## src/mmrpl_pkg.sv

```systemverilog
// Shared widths, codes and controller/datapath interface types for the
// peak locator of a Merkle mountain range record store. No dependencies.
package mmrpl_pkg;

    localparam int LEAF_BITS = 48;
    localparam int POS_W     = LEAF_BITS + 1;
    localparam int HEIGHT_W  = 6;
    localparam int ONES_W    = $clog2(LEAF_BITS + 1);
    localparam int CMD_W     = 2;
    localparam int STATUS_W  = 2;
    localparam int MDATA_W   = ((2 * LEAF_BITS + HEIGHT_W + POS_W + 7) / 8) * 8;
    localparam int MPAD_W    = MDATA_W - (2 * LEAF_BITS + HEIGHT_W + POS_W);

    // Request commands.
    localparam logic [CMD_W-1:0] CMD_PEAKS    = 2'd0;
    localparam logic [CMD_W-1:0] CMD_LEAF_POS = 2'd1;
    localparam logic [CMD_W-1:0] CMD_TOTAL    = 2'd2;
    localparam logic [CMD_W-1:0] CMD_UNUSED   = 2'd3;

    typedef enum logic [STATUS_W-1:0] {
        ST_OK      = 2'd0,
        ST_INVALID = 2'd1,
        ST_EMPTY   = 2'd2
    } status_t;

    // What the output register is loaded with in a given cycle.
    typedef enum logic [1:0] {
        EMIT_NONE,
        EMIT_ERR,
        EMIT_PEAK,
        EMIT_FINAL
    } emit_t;

    typedef struct packed {
        logic    load;
        logic    step;
        emit_t   emit;
        status_t err_status;
    } dp_cmd_t;

    typedef struct packed {
        logic in_invalid;
        logic in_empty;
        logic is_peaks;
        logic rest_msb;
        logic rest_tail_zero;
        logic rest_zero;
        logic out_free;
    } dp_status_t;

endpackage

```

## src/mmrpl_ctrl.sv

```systemverilog
// Controller state machine of the peak locator. Sequences the bit scan of
// the datapath and decides what result is emitted. Uses mmrpl_pkg.
module mmrpl_ctrl (
    input  logic                 aclk,
    input  logic                 aresetn,
    input  logic                 s_tvalid,
    output logic                 s_tready,
    input  mmrpl_pkg::dp_status_t st,
    output mmrpl_pkg::dp_cmd_t    cmd
);

    typedef enum logic {
        S_IDLE,
        S_SCAN
    } state_t;

    state_t state_reg;
    state_t state_next;

    always_comb begin
        state_next     = state_reg;
        cmd.load       = 1'b0;
        cmd.step       = 1'b0;
        cmd.emit       = mmrpl_pkg::EMIT_NONE;
        cmd.err_status = mmrpl_pkg::ST_INVALID;
        s_tready       = 1'b0;
        case (state_reg)
            S_IDLE: begin
                s_tready = st.out_free;
                if (s_tvalid && st.out_free) begin
                    if (st.in_invalid) begin
                        cmd.emit       = mmrpl_pkg::EMIT_ERR;
                        cmd.err_status = mmrpl_pkg::ST_INVALID;
                    end else if (st.in_empty) begin
                        cmd.emit       = mmrpl_pkg::EMIT_ERR;
                        cmd.err_status = mmrpl_pkg::ST_EMPTY;
                    end else begin
                        cmd.load   = 1'b1;
                        state_next = S_SCAN;
                    end
                end
            end
            S_SCAN: begin
                if (st.out_free) begin
                    if (st.is_peaks) begin
                        cmd.step = 1'b1;
                        if (st.rest_msb) begin
                            cmd.emit = mmrpl_pkg::EMIT_PEAK;
                            if (st.rest_tail_zero) begin
                                state_next = S_IDLE;
                            end
                        end
                    end else if (st.rest_zero) begin
                        cmd.emit   = mmrpl_pkg::EMIT_FINAL;
                        state_next = S_IDLE;
                    end else begin
                        cmd.step = 1'b1;
                    end
                end
            end
            default: begin
                state_next = S_IDLE;
            end
        endcase
    end

    always_ff @(posedge aclk) begin
        if (!aresetn) begin
            state_reg <= S_IDLE;
        end else begin
            state_reg <= state_next;
        end
    end

endmodule

```

## src/mmrpl_dp.sv

```systemverilog
// Datapath of the peak locator: request classification, the top-down bit
// scan registers and the result register. Uses mmrpl_pkg.
module mmrpl_dp (
    input  logic                                   aclk,
    input  logic                                   aresetn,
    input  logic [mmrpl_pkg::CMD_W-1:0]            in_cmd,
    input  logic [mmrpl_pkg::LEAF_BITS-1:0]        in_query,
    input  logic [mmrpl_pkg::LEAF_BITS-1:0]        committed,
    input  mmrpl_pkg::dp_cmd_t                     cmd,
    output mmrpl_pkg::dp_status_t                  st,
    output logic                                   out_valid,
    input  logic                                   out_ready,
    output logic [mmrpl_pkg::STATUS_W-1:0]         out_status,
    output logic [mmrpl_pkg::LEAF_BITS-1:0]        out_first,
    output logic [mmrpl_pkg::LEAF_BITS-1:0]        out_count,
    output logic [mmrpl_pkg::HEIGHT_W-1:0]         out_height,
    output logic [mmrpl_pkg::POS_W-1:0]            out_pos,
    output logic                                   out_last
);

    localparam int LB = mmrpl_pkg::LEAF_BITS;

    logic [mmrpl_pkg::CMD_W-1:0]    cmd_reg;
    logic [LB-1:0]                  query_reg;
    logic [LB-1:0]                  rest_reg;
    logic [LB-1:0]                  cnt_reg;
    logic [LB-1:0]                  start_reg;
    logic [mmrpl_pkg::HEIGHT_W-1:0] h_reg;
    logic [mmrpl_pkg::ONES_W-1:0]   ones_reg;

    logic                           valid_reg;
    logic [mmrpl_pkg::STATUS_W-1:0] status_reg;
    logic [LB-1:0]                  first_reg;
    logic [LB-1:0]                  count_reg;
    logic [mmrpl_pkg::HEIGHT_W-1:0] height_reg;
    logic [mmrpl_pkg::POS_W-1:0]    pos_reg;
    logic                           last_reg;

    logic [LB-1:0]                  last_leaf;
    logic [mmrpl_pkg::POS_W-1:0]    peak_pos;
    logic [mmrpl_pkg::POS_W-1:0]    query_pos;

    // The last leaf of a peak is start | (cnt - 1); its ones are those of
    // start (one per peak already emitted) plus the height, so the height
    // cancels out of the record position.
    assign last_leaf = start_reg | (cnt_reg - LB'(1));
    assign peak_pos  = {last_leaf, 1'b0} - mmrpl_pkg::POS_W'(ones_reg);
    assign query_pos = {query_reg, 1'b0} - mmrpl_pkg::POS_W'(ones_reg);

    always_comb begin
        st.in_invalid = 1'b0;
        case (in_cmd)
            mmrpl_pkg::CMD_PEAKS:    st.in_invalid = in_query > committed;
            mmrpl_pkg::CMD_LEAF_POS: st.in_invalid = in_query >= committed;
            mmrpl_pkg::CMD_TOTAL:    st.in_invalid = in_query > committed;
            default:                 st.in_invalid = 1'b1;
        endcase
        st.in_empty       = (in_cmd == mmrpl_pkg::CMD_PEAKS) && (in_query == '0);
        st.is_peaks       = cmd_reg == mmrpl_pkg::CMD_PEAKS;
        st.rest_msb       = rest_reg[LB-1];
        st.rest_tail_zero = rest_reg[LB-2:0] == '0;
        st.rest_zero      = rest_reg == '0;
        st.out_free       = !valid_reg || out_ready;
    end

    always_ff @(posedge aclk) begin
        if (cmd.load) begin
            cmd_reg   <= in_cmd;
            query_reg <= in_query;
            rest_reg  <= in_query;
            cnt_reg   <= {1'b1, {(LB-1){1'b0}}};
            start_reg <= '0;
            h_reg     <= mmrpl_pkg::HEIGHT_W'(LB - 1);
            ones_reg  <= '0;
        end else if (cmd.step) begin
            rest_reg <= {rest_reg[LB-2:0], 1'b0};
            cnt_reg  <= {1'b0, cnt_reg[LB-1:1]};
            h_reg    <= h_reg - mmrpl_pkg::HEIGHT_W'(1);
            if (rest_reg[LB-1]) begin
                start_reg <= start_reg | cnt_reg;
                ones_reg  <= ones_reg + mmrpl_pkg::ONES_W'(1);
            end
        end
    end

    always_ff @(posedge aclk) begin
        if (!aresetn) begin
            valid_reg <= 1'b0;
        end else if (cmd.emit != mmrpl_pkg::EMIT_NONE) begin
            valid_reg <= 1'b1;
        end else if (out_ready) begin
            valid_reg <= 1'b0;
        end
    end

    always_ff @(posedge aclk) begin
        case (cmd.emit)
            mmrpl_pkg::EMIT_ERR: begin
                status_reg <= cmd.err_status;
                first_reg  <= '0;
                count_reg  <= '0;
                height_reg <= '0;
                pos_reg    <= '0;
                last_reg   <= 1'b1;
            end
            mmrpl_pkg::EMIT_PEAK: begin
                status_reg <= mmrpl_pkg::ST_OK;
                first_reg  <= start_reg;
                count_reg  <= cnt_reg;
                height_reg <= h_reg;
                pos_reg    <= peak_pos;
                last_reg   <= rest_reg[LB-2:0] == '0;
            end
            mmrpl_pkg::EMIT_FINAL: begin
                status_reg <= mmrpl_pkg::ST_OK;
                pos_reg    <= query_pos;
                height_reg <= '0;
                last_reg   <= 1'b1;
                if (cmd_reg == mmrpl_pkg::CMD_LEAF_POS) begin
                    first_reg <= query_reg;
                    count_reg <= LB'(1);
                end else begin
                    first_reg <= '0;
                    count_reg <= '0;
                end
            end
            default: begin
            end
        endcase
    end

    assign out_valid  = valid_reg;
    assign out_status = status_reg;
    assign out_first  = first_reg;
    assign out_count  = count_reg;
    assign out_height = height_reg;
    assign out_pos    = pos_reg;
    assign out_last   = last_reg;

endmodule

```

## src/mmr_peak_locator_top.sv

```systemverilog
// Top level of the Merkle mountain range peak locator: committed leaf count
// register, stream packing, controller and datapath. Uses mmrpl_pkg,
// mmrpl_ctrl and mmrpl_dp.
//
// This block computes where the nodes of a Merkle mountain range sit in a
// flat, append-ordered record store. A request carries a command in s_tuser
// and a leaf count or leaf index in s_tdata. Command 0 returns one result
// per peak, largest first, with the peak's first leaf, leaf count, height
// and record position; command 1 returns the record position of one leaf;
// command 2 returns the total record count. Requests beyond the committed
// leaf count, and the unused command 3, return a single result with invalid
// status; command 0 with a count of zero returns a single result with empty
// status. m_tlast marks the final result of each request. Requests are
// processed one at a time. A rejected or empty request is answered
// straight from the idle state without a scan. A valid request is loaded
// and then scanned one bit position per cycle from the top bit down,
// unless the scan is stalled: for command 0 the scan stops at the lowest
// set bit; commands 1 and 2 scan down to the lowest set bit as well and
// then emit their result. This single-bit scan is shared by all commands,
// and any cycle in which the result register is held by the consumer
// stalls the scan.
// The committed leaf count is written through cfg_wr_en and cfg_wr_data,
// and should only be changed while no request is in flight.
module mmr_peak_locator_top (
    input  logic                               aclk,
    input  logic                               aresetn,
    // Configuration: committed leaf count.
    input  logic                               cfg_wr_en,
    input  logic [mmrpl_pkg::LEAF_BITS-1:0]    cfg_wr_data,
    // Request channel.
    input  logic                               s_tvalid,
    output logic                               s_tready,
    input  logic [mmrpl_pkg::LEAF_BITS-1:0]    s_tdata,  // query_value
    input  logic [mmrpl_pkg::CMD_W-1:0]        s_tuser,  // cmd
    // Result channel.
    output logic                               m_tvalid,
    input  logic                               m_tready,
    // peak_first_leaf, peak_leaf_count, peak_height, record_position, zero pad
    output logic [mmrpl_pkg::MDATA_W-1:0]      m_tdata,
    output logic [mmrpl_pkg::STATUS_W-1:0]     m_tuser,  // status
    output logic                               m_tlast   // last_result
);

    logic [mmrpl_pkg::LEAF_BITS-1:0] committed_reg;

    mmrpl_pkg::dp_cmd_t    dp_cmd;
    mmrpl_pkg::dp_status_t dp_st;

    logic [mmrpl_pkg::LEAF_BITS-1:0] out_first;
    logic [mmrpl_pkg::LEAF_BITS-1:0] out_count;
    logic [mmrpl_pkg::HEIGHT_W-1:0]  out_height;
    logic [mmrpl_pkg::POS_W-1:0]     out_pos;

    // The committed count resets to an empty store.
    always_ff @(posedge aclk) begin
        if (!aresetn) begin
            committed_reg <= '0;
        end else if (cfg_wr_en) begin
            committed_reg <= cfg_wr_data;
        end
    end

    mmrpl_ctrl u_ctrl (
        .aclk     (aclk),
        .aresetn  (aresetn),
        .s_tvalid (s_tvalid),
        .s_tready (s_tready),
        .st       (dp_st),
        .cmd      (dp_cmd)
    );

    mmrpl_dp u_dp (
        .aclk       (aclk),
        .aresetn    (aresetn),
        .in_cmd     (s_tuser),
        .in_query   (s_tdata),
        .committed  (committed_reg),
        .cmd        (dp_cmd),
        .st         (dp_st),
        .out_valid  (m_tvalid),
        .out_ready  (m_tready),
        .out_status (m_tuser),
        .out_first  (out_first),
        .out_count  (out_count),
        .out_height (out_height),
        .out_pos    (out_pos),
        .out_last   (m_tlast)
    );

    // Result fields are packed from the lowest bit up, padded to whole bytes.
    assign m_tdata = {{mmrpl_pkg::MPAD_W{1'b0}}, out_pos, out_height, out_count, out_first};

endmodule

```

## config.mk

```make
export PLATFORM = sky130hd
export DESIGN_NAME = mmr_peak_locator_top
export DESIGN_NICKNAME = d
export VERILOG_FILES = /design/src/mmrpl_pkg.sv /design/src/mmrpl_ctrl.sv /design/src/mmrpl_dp.sv /design/src/mmr_peak_locator_top.sv
export SDC_FILE = /design/constraint.sdc
export NUM_CORES = 1
export LEC_CHECK = 0
export ABC_AREA = 1
export BUFFER_PORTS_ARGS = -buffer_cell sky130_fd_sc_hd__clkbuf_2
export CAP_MARGIN = 20
export CORE_MARGIN = 5
export CORE_UTILIZATION = 45
export CTS_CLUSTER_SIZE = 12
export DETAILED_ROUTE_END_ITERATION = 8
export PLACE_DENSITY_LB_ADDON = 0.1
export SLEW_MARGIN = 25
export SYNTH_ARGS = -nofsm -noshare
export SYNTH_HDL_FRONTEND = slang
export SYNTH_SLANG_ARGS = --single-unit
```

## constraint.sdc

```tcl
create_clock -name aclk -period 7.11 [get_ports aclk]
set_clock_uncertainty 0.2 [all_clocks]
set_input_delay 0.711 -clock aclk [delete_from_list [all_inputs] [get_ports aclk]]
set_output_delay 0.711 -clock aclk [all_outputs]
set_load 0.02 [all_outputs]
```

; ---- After elaboration in Yosys (flattened, before gate mapping)
; Index checks and enable logic that the tools add are counted.
[classes]
add_sub_neg = 5
n_lt_le_gt_ge = 2
n_eq_ne = 6
n_mux = 34
n_bitwise = 3
reduce_logical = 19
[op_table]
columns = operator, n
row1 = $pmux W48 S3, 2
row2 = $pmux W49 S3, 1
row3 = $mux W48, 3
row4 = $sub A49 B6 Y49, 2
row5 = $logic_not A48 Y1, 2
row6 = $or A48 B48 Y48, 2
row7 = $ge A48 B48 Y1, 1
row8 = $gt A48 B48 Y1, 1
row9 = $sub A48 B1 Y48 const B, 1
row10 = $logic_not A47 Y1, 1
row11 = $mux W1, 14
row12 = $pmux W6 S2, 1
row13 = $reduce_bool A2 Y1, 5
row14 = $mux W3, 3
row15 = $mux W4, 2
row16 = $pmux W2 S2, 2
row17 = $add A6 B1 Y6 const B, 1
row18 = $eq A2 B1 Y1 const B, 3
row19 = $eq A2 B2 Y1 const B, 3
row20 = $mux W2, 3
row21 = $pmux W1 S2, 3
row22 = $reduce_or A2 Y1, 3
row23 = $sub A6 B1 Y6 const B, 1
row24 = $logic_not A2 Y1, 2
row25 = 6 further kinds, 7
[totals]
ff_bits = 410
input_bits = 103

; ---- Longest topological paths before layout
; Gate-level depths: netlist of run 1.
[depth]
word_depth = 9
mapped_depth = 29

; ---- Modules after synthesis
; Synthesis of run 1 repeated with hierarchy kept, for this count alone.
[unflattened]
hier_cells = 2447
hier_area_um2 = 20457.1
[modules_own_cells]
columns = mod, n_inst, cells_per_inst, area_per_inst_um2
row1 = mmrpl_dp, 1, 2117, 18341.3
row2 = mmr_peak_locator_top, 1, 306, 1984.4
row3 = mmrpl_ctrl, 1, 24, 131.4

; ---- Worst setup path after synthesis of run 1
; Ideal clock, no wire load.
[synth_timing]
path_kind = input port to flip-flop
startpoint = in s_tdata[31] in the netlist's numbering
endpoint = reg u_dp.count_reg[0], in the netlist u_dp.out_count[0], enable pin
setup_time_ns = 0.520
t_arrival_ns = 5.467
required_time_ns = 6.390
slack_ns = 0.923
cell_stages = 13
cell_sequence = ha_1 > nand4_1 > nor3_1 > nand2_1 > nor3_1 > nand4_1 > nand2_1 > nand2_1 > nand3_1 > nand2_1 > nand2_1 > inv_1 > nand2_1
[synth_via]
elab_chain_len = 8
elab_cells_between_ends = 13
classes_between = order compare (2) / eq/ne (3) / mux (5) / reduce/logical (3)
[synth_lines]
columns = item, line_no
row1 = start: declaration, mmr_peak_locator_top.sv:33  ; input logic [mmrpl_pkg::LEAF_BITS-1:0] s_tdata,
row2 = "parallel branches: the longest is 3 deep, another holds $gt A48 B48 Y1", -
row3 = $mux W4 *, mmrpl_ctrl.sv:31  ; if (st.in_invalid) begin
row4 = $mux W4 *, mmrpl_ctrl.sv:30  ; if (s_tvalid && st.out_free) begin
row5 = $pmux W2 S2 *, mmrpl_ctrl.sv:27  ; case (state_reg)
row6 = $eq A2 B1 Y1 or $eq A2 B2 Y1 (tied branches), mmrpl_dp.sv:97  ; case (cmd.emit)
row7 = $reduce_bool A3 Y1 (no line) *, -
row8 = end signal: assignment, mmrpl_dp.sv:109  ; count_reg <= cnt_reg;
row9 = end: declaration, mmrpl_dp.sv:34  ; logic [LB-1:0] count_reg;
; Every way passes the cells marked *.
; A chain may end at the register's enable or synchronous reset.

; ---- Worst setup path after layout of run 1
[layout_timing]
startpoint = reg committed_reg[29] in the netlist's numbering
endpoint = reg u_dp.rest_reg[5] (data pin)
[layout_via]
elab_chain_len = 6
elab_cells_between_ends = 7
classes_between = order compare (2) / mux (5)
[layout_lines]
columns = item, line_no
row1 = start: declaration, mmr_peak_locator_top.sv:44  ; logic [mmrpl_pkg::LEAF_BITS-1:0] committed_reg;
row2 = start signal: assignment, mmr_peak_locator_top.sv:59  ; committed_reg <= cfg_wr_data;
row3 = $gt A48 B48 Y1 or $ge A48 B48 Y1 (tied branches), "mmrpl_dp.sv:53, mmrpl_dp.sv:55, mmrpl_dp.sv:54"
row4 = $pmux W1 S2 *, mmrpl_dp.sv:52  ; case (in_cmd)
row5 = $mux W1 *, mmrpl_ctrl.sv:31
row6 = $mux W1 *, mmrpl_ctrl.sv:30
row7 = $mux W1 *, mmrpl_ctrl.sv:27
row8 = $mux W48 *, mmrpl_dp.sv:67  ; if (cmd.load) begin
row9 = end signal: assignment, mmrpl_dp.sv:70  ; rest_reg <= in_query;
row10 = end signal: assignment, mmrpl_dp.sv:76  ; rest_reg <= {rest_reg[LB-2:0], 1'b0};
row11 = end: declaration, mmrpl_dp.sv:25  ; logic [LB-1:0] rest_reg;
; Mark *: on every way between the ends. The rest lies on a longest branch, timed or not.

==> impl_metrics.py, run 1 <==
metrics = {
    "setup_path": {
        "critPathTopFamily": "simple AND/OR/NAND/NOR gates",
        "start_kind": "flip-flop",
        "critical_path.endpoint_type": "flip-flop",
        "class_of_the_most_critical_setup_path": "reg2reg",
        "worstPathMaxFanout": 60,
        "critical_path.max_stage_delay_ps": 860,
        "timing.critical_path.arrival_ps": 4770,
        "slowest_stage": "sky130_fd_sc_hd__clkinv_2",
        "crit_buf_inv": 4,
        "crit_path_cell_trace": "inv_1, ha_1, nand4_1, nor3_1, nand2_1, nor3_1, nand4_1, nand2_1, nand2_1, nand3_1, inv_1, nand2_4, clkinv_2, buf_4, nand2_1, nand2_1",
        "critical_path.most_common_cell": "sky130_fd_sc_hd__nand2_1",
        "critPathRequiredTime_ps": 7240,
        "rrSetupSlack_ps": 2470,
    },
    "cts": {
        "cts_buffer_depth": 3,
        "clkTransAtPathRegs_ps": 60,
        "cts_tree": "done",
        "post_cts_resized": 0,
        "ctsHoldBuffers": 0,
        "worstSkewPairLatency_ps": 580,
        "total_clock_buffers_created_by_cts": 46,
        "cell_chosen_for_the_clock_root": "sky130_fd_sc_hd__clkbuf_16",
        "cts.repair_timing.setup_buffer_count": 0,
        "htree_num_levels": 2,
        "cts_num_sinks": 410,
    },
    "sta": {
        "rsz0062_at_grt": "false",
        "timing.fmax_mhz": 215.4,
        "setup_viol_count_final": 0,
        "report.final.hold_viol_count": 0,
        "fin_crit_ps": 4642,
        "worst_slew_pin_slew_ps": 1050,
        "timing.slew.headroom_pct": 29.85,
        "period_share_pct": 65.29,
        "fin_hold_ws_ps": 135.3,
        "drv_slew": 0,
        "tns_ps": 0,
    },
    "floorplan": {
        "total_die_area_um2": 49890,
        "fp.coreArea_um2": 45190,
        "pin_count": 260,
        "y_dimension_of_the_die_um": 223.4,
        "initial_core_utilization_pct": 45.34,
        "core.rowCount": 78,
        "die_w_um": 223.4,
    },
    "yosys": {
        "synth_top_area_cell": "sky130_fd_sc_hd__edfxtp_1",
        "synth.net_count": 2675,
        "synth_enable_flop_cells": 252,
        "ys_warn_count": 0,
        "syn-instance-count": 2515,
        "post-synth-top-area-fraction_pct": 36.94,
        "synthSimpleGateAreaFrac_pct": 24.20,
        "ys_top_cells_by_area": "sky130_fd_sc_hd__edfxtp_1, sky130_fd_sc_hd__dfxtp_1, sky130_fd_sc_hd__nand2_1, sky130_fd_sc_hd__inv_1, sky130_fd_sc_hd__o21ai_0",
        "synth_compound_area_share_pct": 10.56,
        "syn_avg_cell_area_um2": 8.146,
        "synth_seq_cells": 410,
        "netlist-cell-type-count": 47,
        "fraction_of_the_mapped_netlist_area_in_adder_cells_pct": 3.518,
        "synthXorXnorAreaFrac_pct": 0.2993,
        "synth_top_family_by_area": "simple AND/OR/NAND/NOR gates",
        "flip_flop_cell_with_the_highest_count_after_synthesis": "sky130_fd_sc_hd__edfxtp_1",
        "yosys-mux-area-fraction_pct": 0,
        "synth_sequential_area_ratio_pct": 52.38,
        "asyncSetResetFlopFracSynth_pct": 0,
        "syn_std_cell_area_um2": 20490,
    },
    "layout": {
        "area_growth_pct": 15.97,
        "layout.cells.most_common_list": "sky130_fd_sc_hd__nand2_1, sky130_fd_sc_hd__inv_1, sky130_fd_sc_hd__nor2_1",
        "layout.nets": 2904,
        "post_route_cells_drive_above_1_share_pct": 15.29,
        "mostFrequentLayoutCell": "sky130_fd_sc_hd__nand2_1",
        "num_antenna_cells": 0,
        "largest_reg_flops": 49,
    },
    "route": {
        "detail_route.wirelength.met1_um": 28000,
        "routed_length_on_met3_um": 4162,
        "detail_routed_net_length_per_standard_cell_um": 19.62,
        "highest_metal_layer_used_by_the_detailed_router": "met4",
        "routed-via-count": 17650,
        "detailedRoute.firstIterationViolations": 1460,
        "routed_via_density": 5.223,
        "total_met2_wirelength_after_detailed_routing_um": 31490,
        "route.detailed.drc": 0,
        "overall_routed_net_length_um": 66300,
        "detailedRoute.firstPassIterationCount": 6,
        "drt.antenna.violating_nets": 0,
    },
    "global_route": {
        "antenna_found_initial": 1,
        "global_route_wire_length_before_repair_um": 99890,
        "grt_remaining_overflow": 0,
        "grt.total_usage_pct": 25.93,
        "grt_max_degree": 103,
        "vias_in_the_first_global_route": 16920,
    },
    "placed_design": {
        "port-buffer-count": 258,
        "dp.final_hpwl_um": 50530,
        "gp_routability_congestion": 0.9222,
    },
    "power_and_ir_drop": {
        "power_density_nw_per_um2": 249.4,
        "power_mw": 5.925,
        "worst_voltage_drop_across_the_vdd_grid_mv": 0.1642,
        "leakagePower_nw": 10.88,
    },
    "run": {
        "max-cap-violations": 0,
    },
    "worst_hold_path": {
        "worst_hold_path_type": "in2reg",
    },
    "status": {
        "outcome": "completed",
    },
}
-- cell usage after synthesis (2+ instances only) --
| cell | n |
|---|---|
| sky130_fd_sc_hd__nor2_2 | 32 |
| sky130_fd_sc_hd__a31oi_1 | 7 |
| sky130_fd_sc_hd__nor2_1 | 279 |
| sky130_fd_sc_hd__nand3b_1 | 5 |
| sky130_fd_sc_hd__inv_1 | 377 |
| sky130_fd_sc_hd__nand2_1 | 573 |
| sky130_fd_sc_hd__edfxtp_1 | 252 |
| sky130_fd_sc_hd__xor2_1 | 5 |
| sky130_fd_sc_hd__xnor2_1 | 2 |
| sky130_fd_sc_hd__and2_1 | 5 |
| sky130_fd_sc_hd__or2_2 | 2 |
| sky130_fd_sc_hd__nand3_1 | 151 |
| sky130_fd_sc_hd__nor3_1 | 18 |
| sky130_fd_sc_hd__buf_6 | 5 |
| sky130_fd_sc_hd__nand3_2 | 2 |
| sky130_fd_sc_hd__a21oi_1 | 114 |
| sky130_fd_sc_hd__o21ai_2 | 4 |
| sky130_fd_sc_hd__o21a_1 | 8 |
| sky130_fd_sc_hd__clkbuf_1 | 59 |
| sky130_fd_sc_hd__buf_4 | 2 |
| sky130_fd_sc_hd__o21ai_0 | 261 |
| sky130_fd_sc_hd__dfxtp_1 | 158 |
| sky130_fd_sc_hd__buf_2 | 20 |
| sky130_fd_sc_hd__nand2_4 | 3 |
| sky130_fd_sc_hd__inv_2 | 5 |
| sky130_fd_sc_hd__buf_1 | 4 |
| sky130_fd_sc_hd__and3_1 | 2 |
| sky130_fd_sc_hd__nand2_2 | 15 |
| sky130_fd_sc_hd__a21oi_2 | 2 |
| sky130_fd_sc_hd__ha_1 | 56 |
| sky130_fd_sc_hd__nand4_1 | 34 |
| sky130_fd_sc_hd__nor3b_1 | 4 |
| sky130_fd_sc_hd__clkinv_1 | 2 |
| sky130_fd_sc_hd__o21ai_1 | 14 |
| sky130_fd_sc_hd__nor4_1 | 7 |
| sky130_fd_sc_hd__o211ai_1 | 4 |
| sky130_fd_sc_hd__nor2_4 | 12 |
-- routing by layer --
layer  GRT usage [%]  vias up
li1                -     8630
met1           33.23     8317
met2           43.66      571
met3           5.079      130
met4           9.684        0
met5               0        -
-- report_power, final --
group / internal [mW] / total [mW] / switching [mW]
Sequential: 2.75 / 2.84 / 0.0965
Clock: 1.38 / 2.35 / 0.974
Combinational: 0.210 / 0.728 / 0.518
Total: 4.34 / 5.92 / 1.59
-- cell families (layout without fill, tap and decap cells) --
logic type,Yosys count,count (layout)
buffers and inverters,474,738
and+or+nand+nor,1148,1148
AOI/OAI and AO/OA,418,418
adders and majority gates,57,57
DFF,410,410
other,1,1
xor gates and xnor gates,7,7
-- worst paths after layout --
path,cells after the start,to,from
max,16,u_dp.rest_reg[5],committed_reg[29]
min reg2reg,2,committed_reg[47],committed_reg[47]
max reg2reg,16,u_dp.rest_reg[5],committed_reg[29]
min,1,u_dp.cmd_reg[1],s_tuser[1]
-- metrics by stage --
stage / worst slack [ps] / cells / instance area (um^2) / utilization, %
after floorplan: 923.4 / 2515 / 20490 / -
after global placement: 2306 / 3296 / 22290 / 49.32
after detailed placement: 2139 / 3296 / 22290 / 49.34
after CTS: 2613 / 3379 / 23760 / 52.58
after global routing: 2059 / 3379 / 23760 / 52.58
final: 2468 / 3379 / 23760 / 52.58
-- final cells by class --
class                   count  area, um^2
clock inverters            21       212.7
well taps                 600       750.7
multi-input cells        1631        7969
fillers                  4311       21430
flip-flops and latches    410       10730
repair buffers            271        1401
inverters                 384        1443
clock buffers              62        1252
Note: power is estimated with default switching activity, not from simulation.
==> run 2: changes to the inputs <==
==> constraint.sdc (replaced) <==
create_clock -name aclk -period 4.04 [get_ports aclk]
set_clock_uncertainty 0.2 [all_clocks]
set_input_delay 0.404 -clock aclk [delete_from_list [all_inputs] [get_ports aclk]]
set_output_delay 0.404 -clock aclk [all_outputs]
set_load 0.02 [all_outputs]
==> impl_metrics.py, run 2 (synthesis gave the netlist of run 1 again) <==
metrics = {
    "cts": {
        "htree_num_levels": 2,
        "clkTransAtPathRegs_ps": 60,
        "cts_tree": "done",
        "cts_buffer_depth": 3,
        "worstSkewPairLatency_ps": 590,
        "cts_num_sinks": 410,
        "total_clock_buffers_created_by_cts": 46,
        "cell_chosen_for_the_clock_root": "sky130_fd_sc_hd__clkbuf_16",
    },
    "sta": {
        "worst_slew_pin_slew_ps": 862.9,
        "timing.fmax_mhz": 267.7,
        "fin_crit_ps": 3735,
        "timing.slew.headroom_pct": 42.34,
        "period_share_pct": 92.45,
        "tns_ps": 0,
        "setup_viol_count_final": 0,
        "drv_slew": 0,
        "report.final.hold_viol_count": 0,
    },
    "route": {
        "detailedRoute.firstPassIterationCount": 9,
        "overall_routed_net_length_um": 67410,
        "detailedRoute.firstIterationViolations": 1640,
        "drt.antenna.violating_nets": 0,
        "route.detailed.drc": 0,
        "routed_via_density": 5.175,
        "detail_routed_net_length_per_standard_cell_um": 19.18,
        "routed-via-count": 18190,
    },
    "layout": {
        "final_cell_count_no_fill": 3514,
        "stdcell_area_um2": 25270,
        "area_growth_pct": 23.37,
        "layout.cells.most_common_list": "sky130_fd_sc_hd__nand2_1, sky130_fd_sc_hd__inv_1, sky130_fd_sc_hd__nor2_1",
        "post_route_cells_drive_above_1_share_pct": 16.03,
        "mostFrequentLayoutCell": "sky130_fd_sc_hd__nand2_1",
        "largest_reg_flops": 49,
        "layout.nets": 3036,
    },
    "floorplan": {
        "y_dimension_of_the_die_um": 223.4,
        "core.rowCount": 78,
        "die_w_um": 223.4,
        "initial_core_utilization_pct": 45.34,
        "pin_count": 260,
        "fp.coreArea_um2": 45190,
        "total_die_area_um2": 49890,
    },
    "placed_design": {
        "port-buffer-count": 258,
        "gp_routability_congestion": 0.9476,
        "dp.final_hpwl_um": 51060,
        "placed_cells": 3331,
        "dpl-instance-area_um2": 22680,
    },
    "global_route": {
        "antenna_found_initial": 0,
        "global_route_wire_length_before_repair_um": 102100,
        "vias_in_the_first_global_route": 17640,
        "grt_remaining_overflow": 0,
        "grt_max_degree": 67,
        "grt.total_usage_pct": 26.28,
    },
    "power_and_ir_drop": {
        "power_density_nw_per_um2": 427.9,
        "leakagePower_nw": 11.55,
        "worst_voltage_drop_across_the_vdd_grid_mv": 0.3729,
    },
    "setup_path": {
        "slowest_stage": "sky130_fd_sc_hd__dlygate4sd3_1",
        "critPathRequiredTime_ps": 4170,
        "setup.worst_path.start": "s_tdata[31]",
        "reg2reg_from": "u_dp.rest_reg[37]",
        "worstPathMaxFanout": 51,
        "critPathTopFamily": "buffers and inverters",
        "critical_path.endpoint_type": "flip-flop",
        "start_kind": "input port",
        "crit_path_cell_trace": "dlygate4sd3_1, clkbuf_2, ha_1, nand4_1, nor3_1, buf_4, nand2_1, nor3_1, buf_4, nand4_1, o21ai_0, nand3_1, nand2_1, nand3_4, buf_12, o21ai_0",
        "critical_path.max_stage_delay_ps": 530,
        "class_of_the_most_critical_setup_path": "in2reg",
        "crit_buf_inv": 5,
        "timing.critical_path.arrival_ps": 3870,
    },
    "worst_hold_path": {
        "startpoint_of_the_tightest_hold_check_path": "s_tvalid",
        "worst_hold_path_type": "in2reg",
    },
    "status": {
        "outcome": "completed",
    },
    "run": {
        "max-cap-violations": 0,
    },
}
## run 2: timing repair
item,CTS,global route
buffers inserted,0,1
gates resized for setup,0,12
endpoints found under the hold margin,110,0
hold buffers,96,0
endpoints found under the setup margin,0,22
## run 2: power by group
| part | total [mW] | switching [mW] | internal [mW] |
|---|---|---|---|
| registers | 4.99 | 0.161 | 4.83 |
| clock network | 4.40 | 1.71 | 2.69 |
| logic | 1.43 | 0.951 | 0.477 |
## run 2: layout make-up
class                      count  area, um^2
tap                          600       750.7
fill                        4154       19910
sequential                   410       10730
timing repair buffer         403        2758
antenna                        1       2.502
inverter                     384        1441
clock buffer                  63        1299
multi-input combinational   1631        8015
clock inverter                22       277.8
## run 2: path summary, 6_finish.rpt
path              depth (start not counted)  slack, ps                  to
hold / removal                            3         50  u_dp.out_status[1]
setup / recovery                         16        310   u_dp.out_first[5]
hold reg to reg                           2        260   committed_reg[47]
setup reg to reg                         23        320    u_dp.out_pos[36]
## run 2: routing by layer
layer  vias to the layer above  routed length (um)  track usage, %
met1                      8484               27550           33.75
met5                         -                   0               0
li1                       8904                   -               -
met2                       676               32990           45.66
met3                       121                4561           3.605
met4                         0                2309           9.091
## run 2: tightest hold or removal path, stage by stage
cell	delay (ps)
sky130_fd_sc_hd__clkbuf_2	90
sky130_fd_sc_hd__nand2_1	110
sky130_fd_sc_hd__nor3b_1	60
## run 2: stage by stage
step / setup WS, ps / hold slack [ps] / util, % / power, mW
3_3_place_gp: 182.1 / 248.6 / 50.20 / 6.399
3_5_place_dp: 51.72 / 255.9 / 50.20 / 6.427
6_report: 305.2 / 48.11 / 55.93 / 10.81
4_1_cts: 16.65 / 6.829 / 55.81 / 10.90
2_1_floorplan: 87.78 / 233.1 / - / 5.852
5_1_grt: -28.06 / 46.25 / 55.93 / 11.26
